File: config.mk
export PLATFORM = sky130hd
export DESIGN_NAME = audio_error_concealment_core_flat
export DESIGN_NICKNAME = d
export VERILOG_FILES = /design/src/aec_pkg.sv /design/src/aec_if.sv /design/src/aec_mono_decide.sv /design/src/aec_counters.sv /design/src/audio_error_concealment_core.sv /design/src/flat_wrapper.sv
export SDC_FILE = /design/constraint.sdc
export NUM_CORES = 1
export LEC_CHECK = 0
export BUFFER_PORTS_ARGS = -buffer_cell sky130_fd_sc_hd__clkbuf_2
export CAP_MARGIN = 10
export CORE_UTILIZATION = 59
export CTS_BUF_LIST = sky130_fd_sc_hd__clkbuf_8
export DETAILED_ROUTE_END_ITERATION = 12
export GPL_TIMING_DRIVEN = 1
export PLACE_DENSITY_LB_ADDON = 0.12
export SETUP_SLACK_MARGIN = 0.02
export SLEW_MARGIN = 20
export SYNTH_ARGS = -nofsm -noshare
export SYNTH_HDL_FRONTEND = slang
export SYNTH_SLANG_ARGS = --single-unit
export TNS_END_PERCENT = 10
File: constraint.sdc
create_clock -name clk_i -period 3.9 [get_ports clk_i]
set_input_delay 0.78 -clock clk_i [delete_from_list [all_inputs] [get_ports clk_i]]
set_output_delay 0.78 -clock clk_i [all_outputs]
set_load 0.02 [all_outputs]
File: src/aec_pkg.sv
// Shared types and constants of the audio error concealment core.
// No dependencies.
package aec_pkg;

  localparam int SAMPLE_BITS_DEF = 16;
  localparam int COUNT_BITS_DEF  = 32;

  localparam logic OP_SAMPLE = 1'b0;
  localparam logic OP_FLUSH  = 1'b1;

  typedef enum logic [1:0] {
    CLS_PASS,
    CLS_CONCEAL,
    CLS_SILENCE
  } mono_class_e;

  typedef struct packed {
    logic        en;
    mono_class_e left_cls;
    mono_class_e right_cls;
  } aec_tally_t;

endpackage

File: src/aec_if.sv
// Valid/ready channel interfaces for input and result items.
// No dependencies.
interface aec_in_if #(parameter int SAMPLE_BITS = 16);
  logic                          valid;
  logic                          ready;
  logic                          operation;
  logic signed [SAMPLE_BITS-1:0] left_sample;
  logic                          left_bad;
  logic signed [SAMPLE_BITS-1:0] right_sample;
  logic                          right_bad;

  modport source (output valid, operation, left_sample, left_bad, right_sample, right_bad,
                  input ready);
  modport sink (input valid, operation, left_sample, left_bad, right_sample, right_bad,
                output ready);
endinterface

interface aec_out_if #(parameter int SAMPLE_BITS = 16, parameter int COUNT_BITS = 32);
  logic                          valid;
  logic                          ready;
  logic signed [SAMPLE_BITS-1:0] left_out;
  logic                          left_still_bad;
  logic                          left_concealed;
  logic signed [SAMPLE_BITS-1:0] right_out;
  logic                          right_still_bad;
  logic                          right_concealed;
  logic [COUNT_BITS-1:0]         valid_total;
  logic [COUNT_BITS-1:0]         concealed_total;
  logic [COUNT_BITS-1:0]         silenced_total;

  modport source (output valid, left_out, left_still_bad, left_concealed, right_out,
                  right_still_bad, right_concealed, valid_total, concealed_total,
                  silenced_total, input ready);
  modport sink (input valid, left_out, left_still_bad, left_concealed, right_out,
                right_still_bad, right_concealed, valid_total, concealed_total,
                silenced_total, output ready);
endinterface

File: src/aec_mono_decide.sv
// Per-channel decision: pass, neighbor average, or silence.
// Depends on aec_pkg.
module aec_mono_decide import aec_pkg::*; #(
  parameter int SAMPLE_BITS = SAMPLE_BITS_DEF
) (
  input  logic signed [SAMPLE_BITS-1:0] pre_val_i,
  input  logic                          pre_bad_i,
  input  logic signed [SAMPLE_BITS-1:0] cur_val_i,
  input  logic                          cur_bad_i,
  input  logic signed [SAMPLE_BITS-1:0] fol_val_i,
  input  logic                          fol_bad_i,
  output logic signed [SAMPLE_BITS-1:0] val_o,
  output mono_class_e                   cls_o
);

  logic signed [SAMPLE_BITS:0] sum;
  logic signed [SAMPLE_BITS:0] sum_adj;

  // round toward zero: bump odd negative sums before the shift
  assign sum     = {pre_val_i[SAMPLE_BITS-1], pre_val_i} + {fol_val_i[SAMPLE_BITS-1], fol_val_i};
  assign sum_adj = sum + {{SAMPLE_BITS{1'b0}}, sum[SAMPLE_BITS] & sum[0]};

  always_comb begin
    if (!cur_bad_i) begin
      val_o = cur_val_i;
      cls_o = CLS_PASS;
    end else if (!pre_bad_i && !fol_bad_i) begin
      val_o = sum_adj[SAMPLE_BITS:1];
      cls_o = CLS_CONCEAL;
    end else begin
      val_o = '0;
      cls_o = CLS_SILENCE;
    end
  end

endmodule

File: src/aec_counters.sv
// Running totals of passed, concealed and silenced mono samples.
// Depends on aec_pkg.
module aec_counters import aec_pkg::*; #(
  parameter int COUNT_BITS = COUNT_BITS_DEF
) (
  input  logic                  clk_i,
  input  logic                  rst_ni,
  input  aec_tally_t            tally_i,
  output logic [COUNT_BITS-1:0] valid_cnt_o,
  output logic [COUNT_BITS-1:0] conceal_cnt_o,
  output logic [COUNT_BITS-1:0] silence_cnt_o
);

  logic [COUNT_BITS-1:0] valid_cnt_q, valid_cnt_d;
  logic [COUNT_BITS-1:0] conceal_cnt_q, conceal_cnt_d;
  logic [COUNT_BITS-1:0] silence_cnt_q, silence_cnt_d;
  logic [1:0]            valid_inc, conceal_inc, silence_inc;

  assign valid_inc   = {1'b0, tally_i.left_cls == CLS_PASS}
                     + {1'b0, tally_i.right_cls == CLS_PASS};
  assign conceal_inc = {1'b0, tally_i.left_cls == CLS_CONCEAL}
                     + {1'b0, tally_i.right_cls == CLS_CONCEAL};
  assign silence_inc = {1'b0, tally_i.left_cls == CLS_SILENCE}
                     + {1'b0, tally_i.right_cls == CLS_SILENCE};

  always_comb begin
    valid_cnt_d   = valid_cnt_q;
    conceal_cnt_d = conceal_cnt_q;
    silence_cnt_d = silence_cnt_q;
    if (tally_i.en) begin
      valid_cnt_d   = valid_cnt_q + {{(COUNT_BITS-2){1'b0}}, valid_inc};
      conceal_cnt_d = conceal_cnt_q + {{(COUNT_BITS-2){1'b0}}, conceal_inc};
      silence_cnt_d = silence_cnt_q + {{(COUNT_BITS-2){1'b0}}, silence_inc};
    end
  end

  always_ff @(posedge clk_i or negedge rst_ni) begin
    if (!rst_ni) begin
      valid_cnt_q   <= '0;
      conceal_cnt_q <= '0;
      silence_cnt_q <= '0;
    end else begin
      valid_cnt_q   <= valid_cnt_d;
      conceal_cnt_q <= conceal_cnt_d;
      silence_cnt_q <= silence_cnt_d;
    end
  end

  assign valid_cnt_o   = valid_cnt_q;
  assign conceal_cnt_o = conceal_cnt_q;
  assign silence_cnt_o = silence_cnt_q;

endmodule

File: src/audio_error_concealment_core.sv
// Top level of the audio error concealment core.
// Depends on aec_pkg, aec_if, aec_mono_decide and aec_counters.
//
//   port    dir  role    carries
//   in_i    in   sink    operation, left/right sample and bad flag
//   out_o   out  source  corrected pair, flags, three running totals
//
// One item per cycle while in_i.ready is high; a result leaves one item after its pair, on the next item.
// The decision runs from the held pair and the arriving item into the result register.
// Reset clears the holding flag and prior pair, the result valid and the totals.
// in_i.ready drops only while an unread result waits and out_o.ready is low.
module audio_error_concealment_core import aec_pkg::*; #(
  parameter int SAMPLE_BITS = SAMPLE_BITS_DEF,
  parameter int COUNT_BITS  = COUNT_BITS_DEF
) (
  input  logic      clk_i,
  input  logic      rst_ni,
  aec_in_if.sink    in_i,
  aec_out_if.source out_o
);

  logic signed [SAMPLE_BITS-1:0] held_l_val_q, held_r_val_q;
  logic                          held_l_bad_q, held_r_bad_q;
  logic signed [SAMPLE_BITS-1:0] prior_l_val_q, prior_r_val_q;
  logic                          prior_l_bad_q, prior_r_bad_q;
  logic                          holding_q;
  logic                          out_valid_q, out_valid_d;
  logic signed [SAMPLE_BITS-1:0] out_l_val_q, out_r_val_q;
  mono_class_e                   out_l_cls_q, out_r_cls_q;

  logic                          accept, is_flush, produce;
  logic signed [SAMPLE_BITS-1:0] fol_l_val, fol_r_val;
  logic                          fol_l_bad, fol_r_bad;
  logic signed [SAMPLE_BITS-1:0] dec_l_val, dec_r_val;
  mono_class_e                   dec_l_cls, dec_r_cls;
  aec_tally_t                    tally;

  assign in_i.ready = !out_valid_q || out_o.ready;
  assign accept     = in_i.valid && in_i.ready;
  assign is_flush   = in_i.operation == OP_FLUSH;
  assign produce    = accept && holding_q;

  assign fol_l_val = is_flush ? '0 : in_i.left_sample;
  assign fol_r_val = is_flush ? '0 : in_i.right_sample;
  assign fol_l_bad = is_flush || in_i.left_bad;
  assign fol_r_bad = is_flush || in_i.right_bad;

  aec_mono_decide #(.SAMPLE_BITS(SAMPLE_BITS)) u_left (
    .pre_val_i (prior_l_val_q),
    .pre_bad_i (prior_l_bad_q),
    .cur_val_i (held_l_val_q),
    .cur_bad_i (held_l_bad_q),
    .fol_val_i (fol_l_val),
    .fol_bad_i (fol_l_bad),
    .val_o     (dec_l_val),
    .cls_o     (dec_l_cls)
  );

  aec_mono_decide #(.SAMPLE_BITS(SAMPLE_BITS)) u_right (
    .pre_val_i (prior_r_val_q),
    .pre_bad_i (prior_r_bad_q),
    .cur_val_i (held_r_val_q),
    .cur_bad_i (held_r_bad_q),
    .fol_val_i (fol_r_val),
    .fol_bad_i (fol_r_bad),
    .val_o     (dec_r_val),
    .cls_o     (dec_r_cls)
  );

  assign tally = '{en: produce, left_cls: dec_l_cls, right_cls: dec_r_cls};

  aec_counters #(.COUNT_BITS(COUNT_BITS)) u_counters (
    .clk_i         (clk_i),
    .rst_ni        (rst_ni),
    .tally_i       (tally),
    .valid_cnt_o   (out_o.valid_total),
    .conceal_cnt_o (out_o.concealed_total),
    .silence_cnt_o (out_o.silenced_total)
  );

  always_comb begin
    out_valid_d = out_valid_q;
    if (produce) begin
      out_valid_d = 1'b1;
    end else if (out_o.ready) begin
      out_valid_d = 1'b0;
    end
  end

  always_ff @(posedge clk_i or negedge rst_ni) begin
    if (!rst_ni) begin
      holding_q     <= 1'b0;
      prior_l_val_q <= '0;
      prior_r_val_q <= '0;
      prior_l_bad_q <= 1'b1;
      prior_r_bad_q <= 1'b1;
      out_valid_q   <= 1'b0;
    end else begin
      out_valid_q <= out_valid_d;
      if (accept && is_flush && holding_q) begin
        holding_q     <= 1'b0;
        prior_l_val_q <= '0;
        prior_r_val_q <= '0;
        prior_l_bad_q <= 1'b1;
        prior_r_bad_q <= 1'b1;
      end else if (accept && !is_flush) begin
        holding_q <= 1'b1;
        if (holding_q) begin
          prior_l_val_q <= held_l_val_q;
          prior_r_val_q <= held_r_val_q;
          prior_l_bad_q <= held_l_bad_q;
          prior_r_bad_q <= held_r_bad_q;
        end
      end
    end
  end

  always_ff @(posedge clk_i) begin
    if (accept && !is_flush) begin
      held_l_val_q <= in_i.left_sample;
      held_r_val_q <= in_i.right_sample;
      held_l_bad_q <= in_i.left_bad;
      held_r_bad_q <= in_i.right_bad;
    end
    if (produce) begin
      out_l_val_q <= dec_l_val;
      out_r_val_q <= dec_r_val;
      out_l_cls_q <= dec_l_cls;
      out_r_cls_q <= dec_r_cls;
    end
  end

  assign out_o.valid           = out_valid_q;
  assign out_o.left_out        = out_l_val_q;
  assign out_o.right_out       = out_r_val_q;
  assign out_o.left_still_bad  = out_l_cls_q == CLS_SILENCE;
  assign out_o.left_concealed  = out_l_cls_q == CLS_CONCEAL;
  assign out_o.right_still_bad = out_r_cls_q == CLS_SILENCE;
  assign out_o.right_concealed = out_r_cls_q == CLS_CONCEAL;

endmodule

File: src/flat_wrapper.sv
// flat-port wrapper written by rule: the top's interface ports become plain ports
module audio_error_concealment_core_flat import aec_pkg::*;
#(
  parameter int SAMPLE_BITS = SAMPLE_BITS_DEF,
  parameter int COUNT_BITS  = COUNT_BITS_DEF
)
  (clk_i, rst_ni, in_i_valid, in_i_operation, in_i_left_sample, in_i_left_bad, in_i_right_sample, in_i_right_bad, in_i_ready, out_o_valid, out_o_left_out, out_o_left_still_bad, out_o_left_concealed, out_o_right_out, out_o_right_still_bad, out_o_right_concealed, out_o_valid_total, out_o_concealed_total, out_o_silenced_total, out_o_ready);
  aec_in_if #(.SAMPLE_BITS(SAMPLE_BITS)) in_i_i ();
  aec_out_if #(.SAMPLE_BITS(SAMPLE_BITS), .COUNT_BITS(COUNT_BITS)) out_o_i ();
  input  logic clk_i;
  input  logic rst_ni;
  input wire logic [$bits(in_i_i.valid)-1:0] in_i_valid;
  input wire logic [$bits(in_i_i.operation)-1:0] in_i_operation;
  input wire logic [$bits(in_i_i.left_sample)-1:0] in_i_left_sample;
  input wire logic [$bits(in_i_i.left_bad)-1:0] in_i_left_bad;
  input wire logic [$bits(in_i_i.right_sample)-1:0] in_i_right_sample;
  input wire logic [$bits(in_i_i.right_bad)-1:0] in_i_right_bad;
  output wire logic [$bits(in_i_i.ready)-1:0] in_i_ready;
  output wire logic [$bits(out_o_i.valid)-1:0] out_o_valid;
  output wire logic [$bits(out_o_i.left_out)-1:0] out_o_left_out;
  output wire logic [$bits(out_o_i.left_still_bad)-1:0] out_o_left_still_bad;
  output wire logic [$bits(out_o_i.left_concealed)-1:0] out_o_left_concealed;
  output wire logic [$bits(out_o_i.right_out)-1:0] out_o_right_out;
  output wire logic [$bits(out_o_i.right_still_bad)-1:0] out_o_right_still_bad;
  output wire logic [$bits(out_o_i.right_concealed)-1:0] out_o_right_concealed;
  output wire logic [$bits(out_o_i.valid_total)-1:0] out_o_valid_total;
  output wire logic [$bits(out_o_i.concealed_total)-1:0] out_o_concealed_total;
  output wire logic [$bits(out_o_i.silenced_total)-1:0] out_o_silenced_total;
  input wire logic [$bits(out_o_i.ready)-1:0] out_o_ready;
  assign in_i_i.valid = in_i_valid;
  assign in_i_i.operation = in_i_operation;
  assign in_i_i.left_sample = in_i_left_sample;
  assign in_i_i.left_bad = in_i_left_bad;
  assign in_i_i.right_sample = in_i_right_sample;
  assign in_i_i.right_bad = in_i_right_bad;
  assign in_i_ready = in_i_i.ready;
  assign out_o_valid = out_o_i.valid;
  assign out_o_left_out = out_o_i.left_out;
  assign out_o_left_still_bad = out_o_i.left_still_bad;
  assign out_o_left_concealed = out_o_i.left_concealed;
  assign out_o_right_out = out_o_i.right_out;
  assign out_o_right_still_bad = out_o_i.right_still_bad;
  assign out_o_right_concealed = out_o_i.right_concealed;
  assign out_o_valid_total = out_o_i.valid_total;
  assign out_o_concealed_total = out_o_i.concealed_total;
  assign out_o_silenced_total = out_o_i.silenced_total;
  assign out_o_i.ready = out_o_ready;
  audio_error_concealment_core #(.SAMPLE_BITS(SAMPLE_BITS), .COUNT_BITS(COUNT_BITS)) u_core (.clk_i(clk_i), .rst_ni(rst_ni), .in_i(in_i_i), .out_o(out_o_i));
endmodule
## After elaboration in Yosys (flattened, before gate mapping)

Index checks and enable logic that the tools add are counted.

| word-level totals | value |
|---|---|
| bits in registers | 202 |
| latch bits | 0 |
| RAM bits | 0 |
| memory bits (read-only) | 0 |
| input port bits | 39 |
| output and inout port bits | 134 |
| word-level logic and storage cells | 85 |
| memories kept | 0 |

| operators by class | value |
|---|---|
| add/sub/neg operators | 10 |
| $mul | 0 |
| div/mod/pow operators | 0 |
| magnitude comparators | 0 |
| eq/ne operators | 8 |
| shifts and indexed selects | 0 |
| mux-type cells | 26 |
| bitwise operators | 2 |
| reduce and logical (&&, ||, !) cells | 22 |

Operators by type and width:

| operator | number |
|---|---|
| two-way mux 16 bit | 12 |
| adder 32 x 2 -> 32 bit | 3 |
| adder 16 x 16 -> 17 bit | 2 |
| adder 17 x 1 -> 17 bit | 2 |
| two-way mux 1 bit | 10 |
| == test 2 x 1 -> 1 bit (second input constant) | 4 |
| == test 2 bit (second input constant) | 4 |
| two-way mux 2 bit | 4 |
| logical AND 1 bit | 7 |
| adder 1 x 1 -> 2 bit | 3 |
| zero test 1 bit | 6 |
| nonzero test 2 bit | 3 |
| zero test 2 bit | 2 |
| logical OR 1 bit | 3 |
| AND 1 bit | 2 |
| AND reduction 2 bit | 1 |

## Depth between registers and ports, before layout

| logic depth | value |
|---|---|
| depth in word-level cells | 8 |
| depth in mapped cells | 18 |
| depth with buffers taken out | 17 |

## Modules after synthesis

Synthesis repeated with hierarchy kept, for this count alone.

| second synthesis, totals | value |
|---|---|
| cells, all modules | 1038 |
| area, all modules | 11662.4 um^2 |

By module, submodules not included:

| module | times used | cells each | area each (um^2) | seq. area each (um^2) |
|---|---|---|---|---|
| aec_counters | 1 | 382 | 4540.6 | 2402.3 |
| audio_error_concealment_core | 1 | 232 | 4110.2 | 3005.4 |
| aec_mono_decide (u_core.u_left) | 1 | 214 | 1539.0 | 0.0 |
| aec_mono_decide (u_core.u_right) | 1 | 210 | 1472.7 | 0.0 |

## Least setup slack after synthesis

No wires, ideal clock.

| timing path | value |
|---|---|
| kind | input port to flip-flop |
| start point | input in_i_operation |
| end point | register u_core.out_r_val_q[13], in the netlist u_core.out_o.right_out[13], data pin |
| setup time | 0.259 ns |
| arrival | 3.745 ns |
| required time | 3.641 ns |
| path slack | -0.104 ns |
| stages | 17 |
| buffers on the path | 2 |
| cells stage by stage | clkbuf_1 nor2b_1 ha_1 buf_2 a21oi_4 o221ai_1 a21oi_1 nand3_1 nand2_1 inv_1 nor2_1 ha_1 inv_1 nor4_1 and4_1 a211oi_1 a211o_1 |

| between the ends | value |
|---|---|
| longest elaborated chain between the ends | 6 |
| elaborated cells on any way between the ends | 9 |
| classes of those cells | add/sub: 2; mux: 3; bitwise: 1; reduce/logical: 3 |

RTL lines:

| item | line | RTL |
|---|---|---|
| from (decl) | flat_wrapper.sv:13 | `input wire logic [$bits(in_i_i.operation)-1:0] in_i_operation;` |
| two-way mux 16 bit | audio_error_concealment_core.sv:44 | `assign fol_r_val = is_flush ? '0 : in_i.right_sample;` |
| adder 16 x 16 -> 17 bit | aec_mono_decide.sv:20 | `assign sum = {pre_val_i[SAMPLE_BITS-1], pre_val_i} + {fol_val_i[SAMPLE_BITS-1], fol_val_i};` |
| AND 1 bit | aec_mono_decide.sv:21 | `assign sum_adj = sum + {{SAMPLE_BITS{1'b0}}, sum[SAMPLE_BITS] & sum[0]};` |
| adder 17 x 1 -> 17 bit | aec_mono_decide.sv:21 |  |
| two-way mux 16 bit * | aec_mono_decide.sv:27 | `end else if (!pre_bad_i && !fol_bad_i) begin` |
| two-way mux 16 bit * | aec_mono_decide.sv:24 | `if (!cur_bad_i) begin` |
| net u_core.dec_r_val[13] | audio_error_concealment_core.sv:34 | `logic signed [SAMPLE_BITS-1:0] dec_l_val, dec_r_val;` |
| to (signal assigned) | audio_error_concealment_core.sv:127 | `out_r_val_q <= dec_r_val;` |
| to (decl) | audio_error_concealment_core.sv:28 | `logic signed [SAMPLE_BITS-1:0] out_l_val_q, out_r_val_q;` |

Mark *: on every way through the listed nets, which the timed path passes. The rest lies on a longest branch.
A chain may end at the register's enable or synchronous reset.

## Worst setup path in the final report

| timing path | value |
|---|---|
| start point | input in_i_operation |
| end point | register u_core.out_l_val_q[11], in the netlist u_core.out_o.left_out[11], data pin |

| between the ends | value |
|---|---|
| longest elaborated chain between the ends | 6 |
| elaborated cells on any way between the ends | 9 |
| classes of those cells | add/sub: 2; mux: 3; bitwise: 1; reduce/logical: 3 |

RTL lines:

| item | line | RTL |
|---|---|---|
| two-way mux 16 bit | audio_error_concealment_core.sv:43 | `assign fol_l_val = is_flush ? '0 : in_i.left_sample;` |
| adder 16 x 16 -> 17 bit | aec_mono_decide.sv:20 |  |
| AND 1 bit | aec_mono_decide.sv:21 |  |
| adder 17 x 1 -> 17 bit | aec_mono_decide.sv:21 |  |
| two-way mux 16 bit * | aec_mono_decide.sv:27 |  |
| two-way mux 16 bit * | aec_mono_decide.sv:24 |  |
| net u_core.dec_l_val[11] | audio_error_concealment_core.sv:34 |  |
| to (signal assigned) | audio_error_concealment_core.sv:126 | `out_l_val_q <= dec_l_val;` |
| to (decl) | audio_error_concealment_core.sv:28 |  |

Marked as above.

==> qor.yml <==
status:
  status: "complete, no violations"
clocking:
  h-tree-depth: 2
  cts_buffers: 35
  root_buffer: "clkbuf_8"
  post-cts-setup-buffers: 0
  clk_pin_slew_worst_paths_ns: 0.06
  clock_path_buffers: 3
  clock-sinks: 202
  postCtsHoldBufs: 0
  clock_latency_ns: 0.53
  cts_tree: "yes"
  cts_resized: 0
synthesis:
  synth_cell_types: 77
  syn_area_per_cell_um2: 10.4
  yosys.area_share.simple: 0.199
  ys_seq_elements: 202
  synthFlopType: "dfrtp_1"
  synth_cells: 1041
  synth_xor_area_frac: 0.106
  synth_area_um2: 10800
  yosys_warnings: 0
  seq_area_frac_synth: 0.501
  synth.area.mux_share: 0
  synth_compound_area_frac: 0.109
  synth_top_family_by_area: "simple AND/OR/NAND/NOR gates"
  async_flop_share: 0.653
  synth_edf_count: 70
  yosys.area_share.adder: 0.0522
  synth_nets: 1122
power_and_ir_drop:
  total_leakage_power_nw: 6.37
  max-vdd-ir-drop_uv: 311
  power_w: 0.00593
  power_density_nw_per_um2: 447
floorplan:
  die_area_um2: 18800
  initial_core_util: 0.601
  io_pins: 173
  fp.dieH_um: 137
  std_cell_rows: 49
  coreArea_um2: 18000
  die_w_um: 137
drt:
  drc_errors: 0
  via_per_inst: 5.59
  firstDrtPassIters: 5
  postRouteAntennaNets: 0
  wl_per_cell_um: 16.4
  drt-total-wl_mm: 25.9
  vias: 8819
  drtIter0Drc: 405
sta:
  post-route-worst-setup-slack_ns: 0.206
  min_period_over_period: 0.947
  final-setup-viol-count: 0
  hold_viol_final: 0
  max_freq_mhz: 271
  slew_viol_final: 0
  rsz0062_at_grt: "no"
  relSlewSlack: 0.509
  tightest_slew_ns: 0.736
  fin_crit_ns: 3.69
  fin_skew_ns: 0.0223
layout:
  layout-drive-gt1-share: 0.257
  final_cell_mix: "clkbuf_2 (171), nand2_1 (132), dfrtp_1 (130)"
  layout_commonest_cell: "clkbuf_2"
  area_growth_pct: 23.0
  insertedDiodeCount: 0
  nets: 1407
worst_setup_path:
  r2r_start: "u_core.prior_l_val_q[13]"
  crit_path_end_kind: "flop"
  cp_cell_sequence: "clkbuf_2 > buf_4 > nor2b_1 > ha_1 > a21o_1 > a2111oi_0 > o22ai_1 > a31oi_1 > and2_1 > ha_1 > nand4_1 > nor4b_1 > xnor2_1 > o22ai_1"
  startpoint: "in_i_operation"
  critPathArrivalTime_ns: 3.94
  cp-start-kind: "input pin"
  path_buf_inv: 2
  worst_path_max_delay_cell: "a2111oi_0"
  crit_type: "input pin to flop"
  cp_top_family: "compound AO/OA/AOI/OAI gates"
  required_ns: 4.14
  worst-path-max-fanout: 10
  worst_path_largest_cell_delay_ns: 0.50
global_route:
  grt_pass1_vias: 8524
  grt_max_degree: 79
  grt.total_usage: 0.277
  grtUsageMet3: 0.0464
  antenna_found_initial: 1
  grt_overflow_total: 0
  grt_pass1_wl_mm: 40.8
  top_usage_layer: "met2"
  globalRouteMet1Util: 0.361
  use_met2: 0.467
place:
  post-place-ws_ns: -0.298
  hpwl_mm: 18.9
  numPortBuffers: 172
  gp_congestion: 0.928
min_path:
  hp-class: "input pin to async pin"
job:
  cap_violations: 0
sequential cells by signal (all words and copies together) (netlist names):
signal and count:
u_core.out_o.right_out 16, u_core.held_r_val_q 16, u_core.out_o.valid 1, u_core.prior_l_val_q 16, u_core.held_l_bad_q 1, u_core.prior_l_bad_q 1
u_core.holding_q 1, u_core.out_l_cls_q 2, u_core.prior_r_bad_q 1, u_core.held_r_bad_q 1, u_core.u_counters.silence_cnt_o 32, u_core.prior_r_val_q 16
u_core.u_counters.conceal_cnt_o 32, u_core.out_o.left_out 16, u_core.out_r_cls_q 2, u_core.u_counters.valid_cnt_o 32, u_core.held_l_val_q 16
metal layers:
metal  share of wire  up-vias
li1                -     4274
met1            0.44     4249
met2            0.49      250
met3           0.050       44
met4           0.023        2
met5         0.00043        -
power by group:
| part | total (W) | switching, W | internal [W] |
|---|---|---|---|
| clock network | 0.00175 | 0.000854 | 0.000900 |
| logic | 0.00165 | 0.000940 | 0.000709 |
| registers | 0.00253 | 0.000139 | 0.00239 |
| total | 0.00593 | 0.00193 | 0.00400 |
through the flow:
step	TNS, ns	util	hold WS (ns)	area, um2	instances
floorplan	0	-	0.435	10800	1041
global placement	-1.00	0.704	0.443	12700	1518
detailed placement	-1.92	0.704	0.446	12700	1518
CTS	0	0.739	0.296	13300	1579
global route	0	0.739	0.333	13300	1579
finish	0	0.739	0.275	13300	1579
cell type report:
| class | count | area [um2] |
|---|---|---|
| Multi-Input combinational cell | 748 | 5050 |
| Inverter | 56 | 210 |
| Tap cell | 229 | 287 |
| Clock inverter | 23 | 100 |
| Timing Repair Buffer | 283 | 1700 |
| Sequential cell | 202 | 5410 |
| Clock buffer | 38 | 523 |
| Fill cell | 1326 | 4690 |
path summary, 6_finish.rpt:
path / end / slack, ns / depth (start not counted)
min in group clk_i: u_core.held_r_val_q[7] / 0.44 / 1
max reg2reg: u_core.out_o.left_out[11] / 0.63 / 11
min reg2reg: u_core.prior_r_bad_q / 0.45 / 2
max in group asynchronous: u_core.prior_l_bad_q / 2.79 / 2
min: u_core.prior_r_val_q[7] / 0.27 / 1
max: u_core.out_o.left_out[11] / 0.21 / 14
cells in the mapped netlist, types with 22 or more instances:
cell | n | area share
dfrtp_1 | 130 | 0.30
xnor2_1 | 92 | 0.075
ha_1 | 37 | 0.043
nand3_1 | 61 | 0.028
edfxtp_1 | 70 | 0.19
nand4_1 | 29 | 0.017
clkbuf_1 | 27 | 0.0094
nor2b_1 | 43 | 0.025
nand2_1 | 132 | 0.046
nor2_1 | 48 | 0.017
o31ai_1 | 26 | 0.018
inv_1 | 53 | 0.018
a21oi_1 | 26 | 0.012
xor2_1 | 39 | 0.032
nor3_1 | 22 | 0.010
kinds of logic after synthesis:
group,count (synthesis)
DFF,202
AOI/OAI and AO/OA,160
xor gates and xnor gates,131
and+or+nand+nor,415
adders and majority gates,42
buffers and inverters,91
(Power assumes the default switching activity.)
